`src/rtl/core/gdad_pkg.sv`:
```
// Package for the Gregorian date adder: field widths, calendar constants,
// sequencer states and the month-length function.
// No dependencies.
package gdad_pkg;

	localparam int YEAR_W    = 14;
	localparam int MONTH_W   = 4;
	localparam int DAY_OUT_W = 5;
	localparam int REM_W     = 9;

	localparam logic [YEAR_W-1:0]    MAX_YEAR   = 14'd9999;
	localparam logic [YEAR_W-1:0]    MIN_YEAR   = 14'd1;
	localparam logic [REM_W-1:0]     LEAP_CYCLE = 9'd400;
	localparam logic [REM_W-1:0]     CENTURY    = 9'd100;
	localparam logic [MONTH_W-1:0]   JANUARY    = 4'd1;
	localparam logic [MONTH_W-1:0]   FEBRUARY   = 4'd2;
	localparam logic [MONTH_W-1:0]   DECEMBER   = 4'd12;
	localparam logic [DAY_OUT_W-1:0] FIRST_DAY  = 5'd1;
	localparam logic [DAY_OUT_W-1:0] LAST_DAY   = 5'd31;
	localparam logic [DAY_OUT_W-1:0] LEAP_FEB   = 5'd29;

	// The year is reduced modulo 400 by restoring steps of 400 * 2^k, k = 4..0.
	localparam int MOD_STEPS = 5;
	localparam int STEP_W    = 3;

	typedef enum logic [1:0] {
		ST_IDLE,
		ST_MOD,
		ST_RUN
	} gdad_state_t;

	// Length of a month; the month is already clamped to 1..12.
	function automatic logic [DAY_OUT_W-1:0] month_days(input logic [MONTH_W-1:0] m,
			input logic leap);
		logic [DAY_OUT_W-1:0] len;
		case (m)
			4'd2:                  len = leap ? LEAP_FEB : 5'd28;
			4'd4, 4'd6, 4'd9, 4'd11: len = 5'd30;
			default:               len = 5'd31;
		endcase
		return len;
	endfunction

endpackage

```
`src/rtl/core/gregorian_date_add_days_top.sv`:
```
// Gregorian date adder: adds a day count to a date with one shared subtractor.
// Depends on gdad_pkg.

// A date word (year, month, day, count) is taken on start while busy is low.
// The block first reduces the year modulo 400 in five compare-and-subtract
// steps, then walks forward one month per cycle, subtracting the month length
// from the running day with the same subtractor. A start year above 9999
// skips both phases and saturates directly, with busy staying low throughout.
// The result is presented for exactly one cycle with done high and must be
// captured then, since the receiver cannot stall the block. Out-of-range
// inputs are clamped (year 0 and day 0 to 1, month 0 to January, months above
// 12 to December), and a result past 9999-12-31 saturates with year_overflow.
module gregorian_date_add_days_top #(
	parameter int ADD_WIDTH = 12
) (
	input  logic                            clk,
	input  logic                            arst_n,
	input  logic                            start,
	output logic                            busy,
	input  logic [gdad_pkg::YEAR_W-1:0]     start_year,
	input  logic [gdad_pkg::MONTH_W-1:0]    start_month,
	input  logic [gdad_pkg::DAY_OUT_W-1:0]  start_day,
	input  logic [ADD_WIDTH-1:0]            days_to_add,
	output logic                            done,
	output logic [gdad_pkg::YEAR_W-1:0]     result_year,
	output logic [gdad_pkg::MONTH_W-1:0]    result_month,
	output logic [gdad_pkg::DAY_OUT_W-1:0]  result_day,
	output logic                            year_overflow
);
	import gdad_pkg::*;

	// The running day holds start day plus count before any month is removed.
	localparam int DAY_W = ADD_WIDTH + 1;
	localparam int SUB_W = (DAY_W > YEAR_W) ? DAY_W : YEAR_W;

	gdad_state_t state_q, state_d;

	logic [YEAR_W-1:0]    year_q;
	logic [MONTH_W-1:0]   month_q;
	logic [DAY_W-1:0]     day_q;
	logic [YEAR_W-1:0]    rem_q;
	logic [STEP_W-1:0]    step_q;
	logic                 done_q;
	logic [YEAR_W-1:0]    res_year_q;
	logic [MONTH_W-1:0]   res_month_q;
	logic [DAY_OUT_W-1:0] res_day_q;
	logic                 res_ovf_q;

	// Clamped input fields.
	logic [YEAR_W-1:0]    in_year;
	logic [MONTH_W-1:0]   in_month;
	logic [DAY_OUT_W-1:0] in_day;
	logic                 accept;

	assign accept   = start && (state_q == ST_IDLE);
	assign in_year  = (start_year == '0) ? MIN_YEAR : start_year;
	assign in_month = (start_month == '0) ? JANUARY :
			(start_month > DECEMBER) ? DECEMBER : start_month;
	assign in_day   = (start_day == '0) ? FIRST_DAY : start_day;

	// Leap test from the year modulo 400.
	logic                 leap;
	logic [DAY_OUT_W-1:0] dim;
	logic [REM_W-1:0]     rem_lo;

	assign rem_lo = rem_q[REM_W-1:0];
	assign leap   = (rem_lo[1:0] == 2'b00) && (rem_lo != CENTURY) &&
			(rem_lo != REM_W'(2 * CENTURY)) && (rem_lo != REM_W'(3 * CENTURY));
	assign dim    = month_days(month_q, leap);

	// Shared subtractor: year reduction steps, then month-length removal.
	logic [SUB_W-1:0] op_a, op_b;
	logic [SUB_W:0]   diff;
	logic             borrow;
	logic             zero;

	always_comb begin
		if (state_q == ST_MOD) begin
			op_a = SUB_W'(rem_q);
			op_b = SUB_W'({{(YEAR_W-REM_W){1'b0}}, LEAP_CYCLE} << step_q);
		end else begin
			op_a = SUB_W'(day_q);
			op_b = SUB_W'(dim);
		end
	end

	assign diff   = {1'b0, op_a} - {1'b0, op_b};
	assign borrow = diff[SUB_W];
	assign zero   = (diff[SUB_W-1:0] == '0);

	// Day fits in the current month when day <= length.
	logic fits;
	logic last_year;

	assign fits      = borrow || zero;
	assign last_year = (month_q == DECEMBER) && (year_q == MAX_YEAR);

	// State register.
	always_ff @(posedge clk or negedge arst_n) begin
		if (!arst_n) begin
			state_q <= ST_IDLE;
		end else begin
			state_q <= state_d;
		end
	end

	// Next state.
	always_comb begin
		state_d = state_q;
		case (state_q)
			ST_IDLE: begin
				if (accept && (start_year <= MAX_YEAR)) begin
					state_d = ST_MOD;
				end
			end
			ST_MOD: begin
				if (step_q == '0) begin
					state_d = ST_RUN;
				end
			end
			ST_RUN: begin
				if (fits || last_year) begin
					state_d = ST_IDLE;
				end
			end
			default: state_d = ST_IDLE;
		endcase
	end

	// Work registers and step counter.
	always_ff @(posedge clk or negedge arst_n) begin
		if (!arst_n) begin
			year_q  <= '0;
			month_q <= '0;
			day_q   <= '0;
			rem_q   <= '0;
			step_q  <= '0;
		end else begin
			case (state_q)
				ST_IDLE: begin
					if (accept) begin
						year_q  <= in_year;
						month_q <= in_month;
						day_q   <= DAY_W'(in_day) + DAY_W'(days_to_add);
						rem_q   <= in_year;
						step_q  <= STEP_W'(MOD_STEPS - 1);
					end
				end
				ST_MOD: begin
					if (!borrow) begin
						rem_q <= diff[YEAR_W-1:0];
					end
					step_q <= step_q - 1'b1;
				end
				ST_RUN: begin
					if (!fits && !last_year) begin
						day_q <= diff[DAY_W-1:0];
						if (month_q == DECEMBER) begin
							month_q <= JANUARY;
							year_q  <= year_q + 1'b1;
							rem_q   <= (rem_lo == LEAP_CYCLE - 1'b1) ? '0 : rem_q + 1'b1;
						end else begin
							month_q <= month_q + 1'b1;
						end
					end
				end
				default: begin
				end
			endcase
		end
	end

	// Result word and its one-cycle strobe.
	always_ff @(posedge clk or negedge arst_n) begin
		if (!arst_n) begin
			done_q <= 1'b0;
		end else begin
			done_q <= (accept && (start_year > MAX_YEAR)) ||
					((state_q == ST_RUN) && (fits || last_year));
		end
	end

	always_ff @(posedge clk) begin
		if ((accept && (start_year > MAX_YEAR)) || ((state_q == ST_RUN) && !fits && last_year)) begin
			res_year_q  <= MAX_YEAR;
			res_month_q <= DECEMBER;
			res_day_q   <= LAST_DAY;
			res_ovf_q   <= 1'b1;
		end else if ((state_q == ST_RUN) && fits) begin
			res_year_q  <= year_q;
			res_month_q <= month_q;
			res_day_q   <= day_q[DAY_OUT_W-1:0];
			res_ovf_q   <= 1'b0;
		end
	end

	assign busy          = (state_q != ST_IDLE);
	assign done          = done_q;
	assign result_year   = res_year_q;
	assign result_month  = res_month_q;
	assign result_day    = res_day_q;
	assign year_overflow = res_ovf_q;

endmodule
```
`config.mk`:
```
export PLATFORM = sky130hd
export DESIGN_NAME = gregorian_date_add_days_top
export DESIGN_NICKNAME = d
export VERILOG_FILES = /design/src/rtl/core/gdad_pkg.sv /design/src/rtl/core/gregorian_date_add_days_top.sv
export SDC_FILE = /design/constraint.sdc
export NUM_CORES = 1
export LEC_CHECK = 0
export ABC_CLOCK_PERIOD_IN_PS = 11500
export BUFFER_PORTS_ARGS = -buffer_cell sky130_fd_sc_hd__buf_4
export CORE_UTILIZATION = 25
export DETAILED_ROUTE_END_ITERATION = 7
export GPL_TIMING_DRIVEN = 0
export PLACE_DENSITY = 0.4
export REMOVE_ABC_BUFFERS = 1
export SLEW_MARGIN = 10
export SYNTH_ARGS = -nofsm -noshare
export SYNTH_HDL_FRONTEND = slang
export SYNTH_SLANG_ARGS = --single-unit
```
`constraint.sdc`:
```
create_clock -name clk -period 11.5 [get_ports clk]
set_input_delay 0 -clock clk [delete_from_list [all_inputs] [get_ports clk]]
set_output_delay 0 -clock clk [all_outputs]
set_load 0.01 [all_outputs]
```
; ---- After elaboration in Yosys (flattened, before gate mapping)
; Cells that the tools add are included.
[word_totals]
ff_bits = 75
wordCells = 106
out_inout_bits = 26
input_bits = 38
[classes]
n_lt_le_gt_ge = 3
eq_ne = 20
n_shift = 1
n_mux = 30
n_addsub = 6
reduce_logical = 35
[op_table]
columns = cell, n
row1 = 14-bit two-way mux, 10
row2 = 14-bit one-hot mux with 3 select lines, 1
row3 = "14-bit by 1-bit adder with 14-bit output, second input constant", 2
row4 = 14-bit logical NOT, 2
row5 = 14-bit one-hot mux with 2 select lines, 1
row6 = 13-bit two-way mux, 2
row7 = 13-bit one-hot mux with 2 select lines, 1
row8 = 4-bit two-way mux, 5
row9 = 14-bit by 14-bit subtractor with 15-bit output, 1
row10 = "14-bit == test, second input constant", 1
row11 = "14-bit > comparator, second input constant", 1
row12 = "14-bit less-or-equal comparator, second input constant", 1
row13 = "9-bit by 3-bit left shift with 14-bit output, first input constant", 1
row14 = 5-bit by 12-bit adder with 13-bit output, 1
row15 = "4-bit == test, second input constant", 3
row16 = 1-bit logical AND, 12
row17 = "2-bit inequality test, second input constant", 5
row18 = "9-bit == test, second input constant", 1
row19 = "9-bit by 7-bit inequality test with 1-bit output, second input constant", 1
row20 = "9-bit by 8-bit inequality test with 1-bit output, second input constant", 1
row21 = "9-bit inequality test, second input constant", 1
row22 = "4-bit by 3-bit == test with 1-bit output, second input constant", 2
row23 = 4-bit one-hot mux with 2 select lines, 1
row24 = 2-bit two-way mux, 3
row25 = other kinds (26), 35

; ---- Logic depth before layout (Yosys ltp)
[depth]
depth_word = 14
depth_mapped = 20

; ---- Least setup slack after synthesis
; OpenSTA, ideal clock, no wires.
[synth_path]
kind = register to register
start = register state_q[1]
end = register year_q[1]
required_time_ns = 11.375
path_slack_ns = 6.500
path_stages_with_launch = 20
path_buffers = 5
arrival_ns = 4.875
cell_sequence = dfrtp_1 -> inv_1 -> ha_1 -> buf_4 -> clkbuf_1 -> buf_1 -> clkbuf_1 -> mux2i_1 -> ha_1 -> fa_1 -> or3b_1 -> o2111ai_1 -> nand2_1 -> xor2_1 -> or4_1 -> or4_4 -> and3_4 -> or2_1 -> buf_6 -> mux2_4
[synth_via]
elab_chain_cells = 9
word_cells_on_any_way = 17
cone_classes = 1 x add/sub / 5 x eq/ne / 3 x mux / 8 x reduce/logical
[synth_rtl]
columns = element, line_no
row1 = "start, declared", gregorian_date_add_days_top.sv:36  ; gdad_state_t state_q, state_d;
row2 = "start signal, assigned", gregorian_date_add_days_top.sv:103  ; state_q <= state_d;
row3 = 2-bit by 1-bit == test with 1-bit output, gregorian_date_add_days_top.sv:78  ; if (state_q == ST_MOD) begin
row4 = 14-bit two-way mux, gregorian_date_add_days_top.sv:78
row5 = 14-bit by 14-bit subtractor with 15-bit output, gregorian_date_add_days_top.sv:87  ; assign diff = {1'b0, op_a} - {1'b0, op_b};
row6 = 14-bit logical NOT, gregorian_date_add_days_top.sv:89  ; assign zero = (diff[SUB_W-1:0] == '0);
row7 = 1-bit logical OR, gregorian_date_add_days_top.sv:95  ; assign fits = borrow || zero;
row8 = 1-bit logical NOT, gregorian_date_add_days_top.sv:156  ; if (!fits && !last_year) begin
row9 = 1-bit logical AND, gregorian_date_add_days_top.sv:156
row10 = 2-bit inequality test (no line), --
row11 = 4-bit AND reduction (no line), --
row12 = "end signal, assigned", gregorian_date_add_days_top.sv:142  ; year_q <= in_year;
row13 = "end signal, assigned", gregorian_date_add_days_top.sv:160  ; year_q <= year_q + 1'b1;
row14 = "end, declared", gregorian_date_add_days_top.sv:38  ; logic [YEAR_W-1:0] year_q;
; Several ways; a longest one is shown, not always the timed one.
; A chain may end at the register's enable or synchronous reset.

; ---- Worst setup path in the final report
[layout_path]
start = register rem_q[3]
end = register res_year_q[0], in the netlist result_year[0]
[layout_via]
elab_chain_cells = 14
word_cells_on_any_way = 18
cone_classes = 1 x add/sub / 3 x eq/ne / 4 x mux / 10 x reduce/logical
[layout_rtl]
columns = element, line_no
row1 = "start, declared", gregorian_date_add_days_top.sv:41  ; logic [YEAR_W-1:0] rem_q;
row2 = "start signal, assigned", gregorian_date_add_days_top.sv:145  ; rem_q <= in_year;
row3 = "start signal, assigned", gregorian_date_add_days_top.sv:151  ; rem_q <= diff[YEAR_W-1:0];
row4 = "start signal, assigned", gregorian_date_add_days_top.sv:161  ; rem_q <= (rem_lo == LEAP_CYCLE - 1'b1) ? '0 : rem_q + 1'b1;
row5 = 9-bit by 7-bit inequality test with 1-bit output, gregorian_date_add_days_top.sv:67  ; assign leap = (rem_lo[1:0] == 2'b00) && (rem_lo != CENTURY) &&
row6 = 1-bit logical AND (2 in a row), gregorian_date_add_days_top.sv:67
row7 = 1-bit logical AND, gregorian_date_add_days_top.sv:68  ; (rem_lo != REM_W'(2 * CENTURY)) && (rem_lo != REM_W'(3 * CENTURY));
row8 = 1-bit two-way mux, gdad_pkg.sv:37  ; 4'd2: len = leap ? LEAP_FEB : 5'd28;
row9 = 2-bit one-hot mux with 2 select lines, gdad_pkg.sv:36  ; case (m)
row10 = 14-bit two-way mux, gregorian_date_add_days_top.sv:78
row11 = 14-bit by 14-bit subtractor with 15-bit output *, gregorian_date_add_days_top.sv:87
row12 = 14-bit logical NOT, gregorian_date_add_days_top.sv:89
row13 = 1-bit logical OR *, gregorian_date_add_days_top.sv:95
row14 = 1-bit logical NOT, gregorian_date_add_days_top.sv:184  ; if ((accept && (start_year > MAX_YEAR)) || ((state_q == ST_RUN) && !fits && last_year)) begin
row15 = 1-bit logical AND (2 in a row), gregorian_date_add_days_top.sv:184
row16 = 1-bit logical OR, gregorian_date_add_days_top.sv:184
row17 = "end signal, assigned", gregorian_date_add_days_top.sv:190  ; res_year_q <= year_q;
row18 = "end, declared", gregorian_date_add_days_top.sv:44  ; logic [YEAR_W-1:0] res_year_q;
; Mark *: on every way between the ends. The rest lies on a longest branch, timed or not.

==> reports/metrics.cfg <==
[global_routing]
track_usage_pct=15.45
first_global_vias=5105
grt_first_pass_wirelength_um=27970
leftover_overflow_at_the_end_of_global_routing=0
largest_net_degree_at_the_start_of_global_routing=52
antenna_found_initial=0

[yosys]
synthDistinctLibCells=80
synth-edff-count=0
post_synth_instance_area_um2=5618
synth-seq-cells=75
synth_flop_cell=sky130_fd_sc_hd__dfrtp_1
asyncSetResetFlopFracSynth_pct=68.00
ys_seq_area_share_pct=31.27
synthesis.area_per_instance_um2=8.262
synthCells=680
ys_warn_count=0

[route]
topRoutingLayerUsed=met4
totalWireLength_um=17480
route.detailed.drc=0
met3_wirelength_from_detailed_routing_um=662
antenna_violating_nets_post_route=0
via_count=5183
wl_met1_um=8126
routedWlPerCell_um=17.25
wl_met2_um=8274
via_per_inst=5.116
first_iter_violations=366
first_pass_iters=7

[timing]
rsz0062_at_grt=no
setup_violations=0
timing.max_slew.rel_slack_pct=17.36
period_share_pct=56.30
timing_max_transition_violations_final=0
final.setup.tns_ps=0
post-route-min-period_ps=6475
report.final.hold_viol_count=0
fin_skew_ps=5.876
worst_pin_slew_ps=1231
achievable-frequency_mhz=154.4

[clock_tree]
max-clock-path-buffers=2
cts_made_buffers=9
clk_sink_count=75
clockRootBuffer=sky130_fd_sc_hd__clkbuf_16
clk_pin_slew_ps=60
htree_levels=3
cts_resized=0
clkLatencyLatePin_ps=350
cts_tree=yes

[worst_setup_path]
crit_path_max_fanout=16
required_ps=11670
startpoint_type=register
crit_type=reg -> reg
crit_arrival_ps=6650
element_type_at_the_critical_path_end=register

[final_layout]
fin_util_pct=30.81
nets=801
fillCellCount=2314
n_diodes=0
drive_gt1_share_pct=16.51
synthToLayoutAreaGrowth_pct=20.42

[floorplan]
die_ht_um=151.9
design.die.area_um2=23080
core.rowCount=54
floorplan.core_area_um2=21960
start_util_pct=25.58
die_width_um=151.9
io-pin-count=64

[min_path]
hold_path.class=in -> reg

[placement]
portBuffers=63
gp_congestion=0.8211
post-dp-hpwl_um=13120

[flow_run]
maxCapViolCount=0

[outcome]
status=completed

critical path: stages, from the launching register on:
cell and delay, ps:
sky130_fd_sc_hd__dfrtp_1 650, sky130_fd_sc_hd__nor4bb_1 350, sky130_fd_sc_hd__nor2_1 70, sky130_fd_sc_hd__or3_1 300, sky130_fd_sc_hd__a21oi_1 190, sky130_fd_sc_hd__nor3b_1 80
sky130_fd_sc_hd__nor2_1 90, sky130_fd_sc_hd__nor3_1 60, sky130_fd_sc_hd__ha_1 220, sky130_fd_sc_hd__fa_1 500, sky130_fd_sc_hd__and3b_1 290, sky130_fd_sc_hd__o2111ai_1 190
sky130_fd_sc_hd__a211o_1 410, sky130_fd_sc_hd__a21oi_1 290, sky130_fd_sc_hd__o311ai_1 250, sky130_fd_sc_hd__nor4_1 790, sky130_fd_sc_hd__nor2_1 380, sky130_fd_sc_hd__a31oi_2 970
sky130_fd_sc_hd__o211ai_1 180
layout by cell type, fill, tap and decap left out, types with 4 or more instances in the layout:
cell type                       instances
sky130_fd_sc_hd__a21oi_1               45
sky130_fd_sc_hd__inv_1                 29
sky130_fd_sc_hd__ha_1                  31
sky130_fd_sc_hd__nand4_1                5
sky130_fd_sc_hd__a211oi_1               6
sky130_fd_sc_hd__xnor2_1               13
sky130_fd_sc_hd__dlygate4sd3_1          6
sky130_fd_sc_hd__nand2_1               88
sky130_fd_sc_hd__and3_1                 9
sky130_fd_sc_hd__o21ai_0               52
sky130_fd_sc_hd__clkbuf_16              9
sky130_fd_sc_hd__xor2_1                14
sky130_fd_sc_hd__nor3_1                 8
sky130_fd_sc_hd__a22oi_1               12
sky130_fd_sc_hd__o21a_1                 5
sky130_fd_sc_hd__a31oi_1                6
sky130_fd_sc_hd__nor2_1                64
sky130_fd_sc_hd__mux2i_1               25
sky130_fd_sc_hd__nor4_1                 6
sky130_fd_sc_hd__and4b_1                4
sky130_fd_sc_hd__dfxtp_1               24
sky130_fd_sc_hd__dfrtp_1               51
sky130_fd_sc_hd__nand3_1               21
sky130_fd_sc_hd__buf_4                 63
sky130_fd_sc_hd__nor2b_1                8
sky130_fd_sc_hd__mux2_2                21
sky130_fd_sc_hd__nand2b_1               4
through the flow:
stage               cells  cell area (um^2)  hold WS [ps]  setup WS (ps)
detailed placement    991              6406         112.9           4981
global placement      987              6287         125.0           3359
floorplan             644              5464        -295.6           5702
finish               1013              6765         13.41           5025
CTS                  1013              6761         3.258           4949
global route         1013              6765         10.18           4375
cells by family (layout without fill, tap and decap cells):
logic type               count (synthesis)  after routing  synth area share (%)
AO/OA/AOI/OAI                          185            185                 21.65
multiplexers                            48             48                 9.131
AND/OR/NAND/NOR                        244            244                 20.94
flip-flops                              75             75                 31.27
adder cells (fa/ha/maj)                 35             35                 8.062
buffers and inverters                   66            119                 4.744
XOR/XNOR                                27             27                 4.209
cells in the mapped netlist, types with 5 or more instances:
| cell | count | area, um^2 |
|---|---|---|
| sky130_fd_sc_hd__a211oi_1 | 6 | 45.04 |
| sky130_fd_sc_hd__a21oi_1 | 46 | 230.2 |
| sky130_fd_sc_hd__a22oi_1 | 12 | 90.09 |
| sky130_fd_sc_hd__a31oi_1 | 6 | 37.54 |
| sky130_fd_sc_hd__and3_1 | 9 | 56.30 |
| sky130_fd_sc_hd__buf_2 | 6 | 30.03 |
| sky130_fd_sc_hd__clkbuf_1 | 25 | 93.84 |
| sky130_fd_sc_hd__dfrtp_1 | 51 | 1276 |
| sky130_fd_sc_hd__dfxtp_1 | 24 | 480.5 |
| sky130_fd_sc_hd__ha_1 | 33 | 412.9 |
| sky130_fd_sc_hd__inv_1 | 29 | 108.9 |
| sky130_fd_sc_hd__mux2_2 | 21 | 236.5 |
| sky130_fd_sc_hd__mux2i_1 | 25 | 250.2 |
| sky130_fd_sc_hd__nand2_1 | 88 | 330.3 |
| sky130_fd_sc_hd__nand3_1 | 21 | 105.1 |
| sky130_fd_sc_hd__nand4_1 | 5 | 31.28 |
| sky130_fd_sc_hd__nor2_1 | 64 | 240.2 |
| sky130_fd_sc_hd__nor2b_1 | 8 | 50.05 |
| sky130_fd_sc_hd__nor3_1 | 8 | 40.04 |
| sky130_fd_sc_hd__nor4_1 | 6 | 37.54 |
| sky130_fd_sc_hd__o21a_1 | 5 | 37.54 |
| sky130_fd_sc_hd__o21ai_0 | 52 | 260.3 |
| sky130_fd_sc_hd__xnor2_1 | 13 | 113.9 |
| sky130_fd_sc_hd__xor2_1 | 14 | 122.6 |
area by class of cell:
cell class / count / area (um^2) / share of cell area, %
inverter: 30 / 112.6 / 1.665
clock inverter: 5 / 52.55 / 0.7768
clock buffer: 11 / 242.7 / 3.588
tap: 280 / 350.3 / 5.178
timing repair buffer: 73 / 628.1 / 9.284
multi-input combinational: 539 / 3622 / 53.54
sequential: 75 / 1757 / 25.97
flip-flops by register name (all words and copies together) (netlist names):
name	count
month_q	4
state_q	2
day_q	13
result_month	4
done	1
year_overflow	1
result_day	5
result_year	14
step_q	3
rem_q	14
year_q	14
routing by layer:
layer	global-route usage, %	up-vias
met1	20.24	2473
met5	0	-
met2	25.09	115
met3	3.309	32
li1	-	2563
met4	5.296	0
final timing paths:
check | slack (ps) | cells after the start | start | end
min in group asynchronous | 270 | 2 | arst_n | day_q[11]
max in group asynchronous | 10760 | 2 | arst_n | year_q[8]
worst max-delay path | 5030 | 18 | rem_q[3] | result_year[0]
worst min-delay path | 10 | 3 | start_year[5] | year_q[5]
worst max register to register | 5030 | 18 | rem_q[3] | result_year[0]
worst min register to register | 440 | 2 | year_overflow | year_overflow
repair_timing:
item,4_1_cts,5_1_grt
hold endpoints to repair,57,0
hold buffers,6,0
buffers inserted,0,0
Power is not shown: default switching activity piles up to over one toggle a cycle in this logic, so the estimate is an artifact.
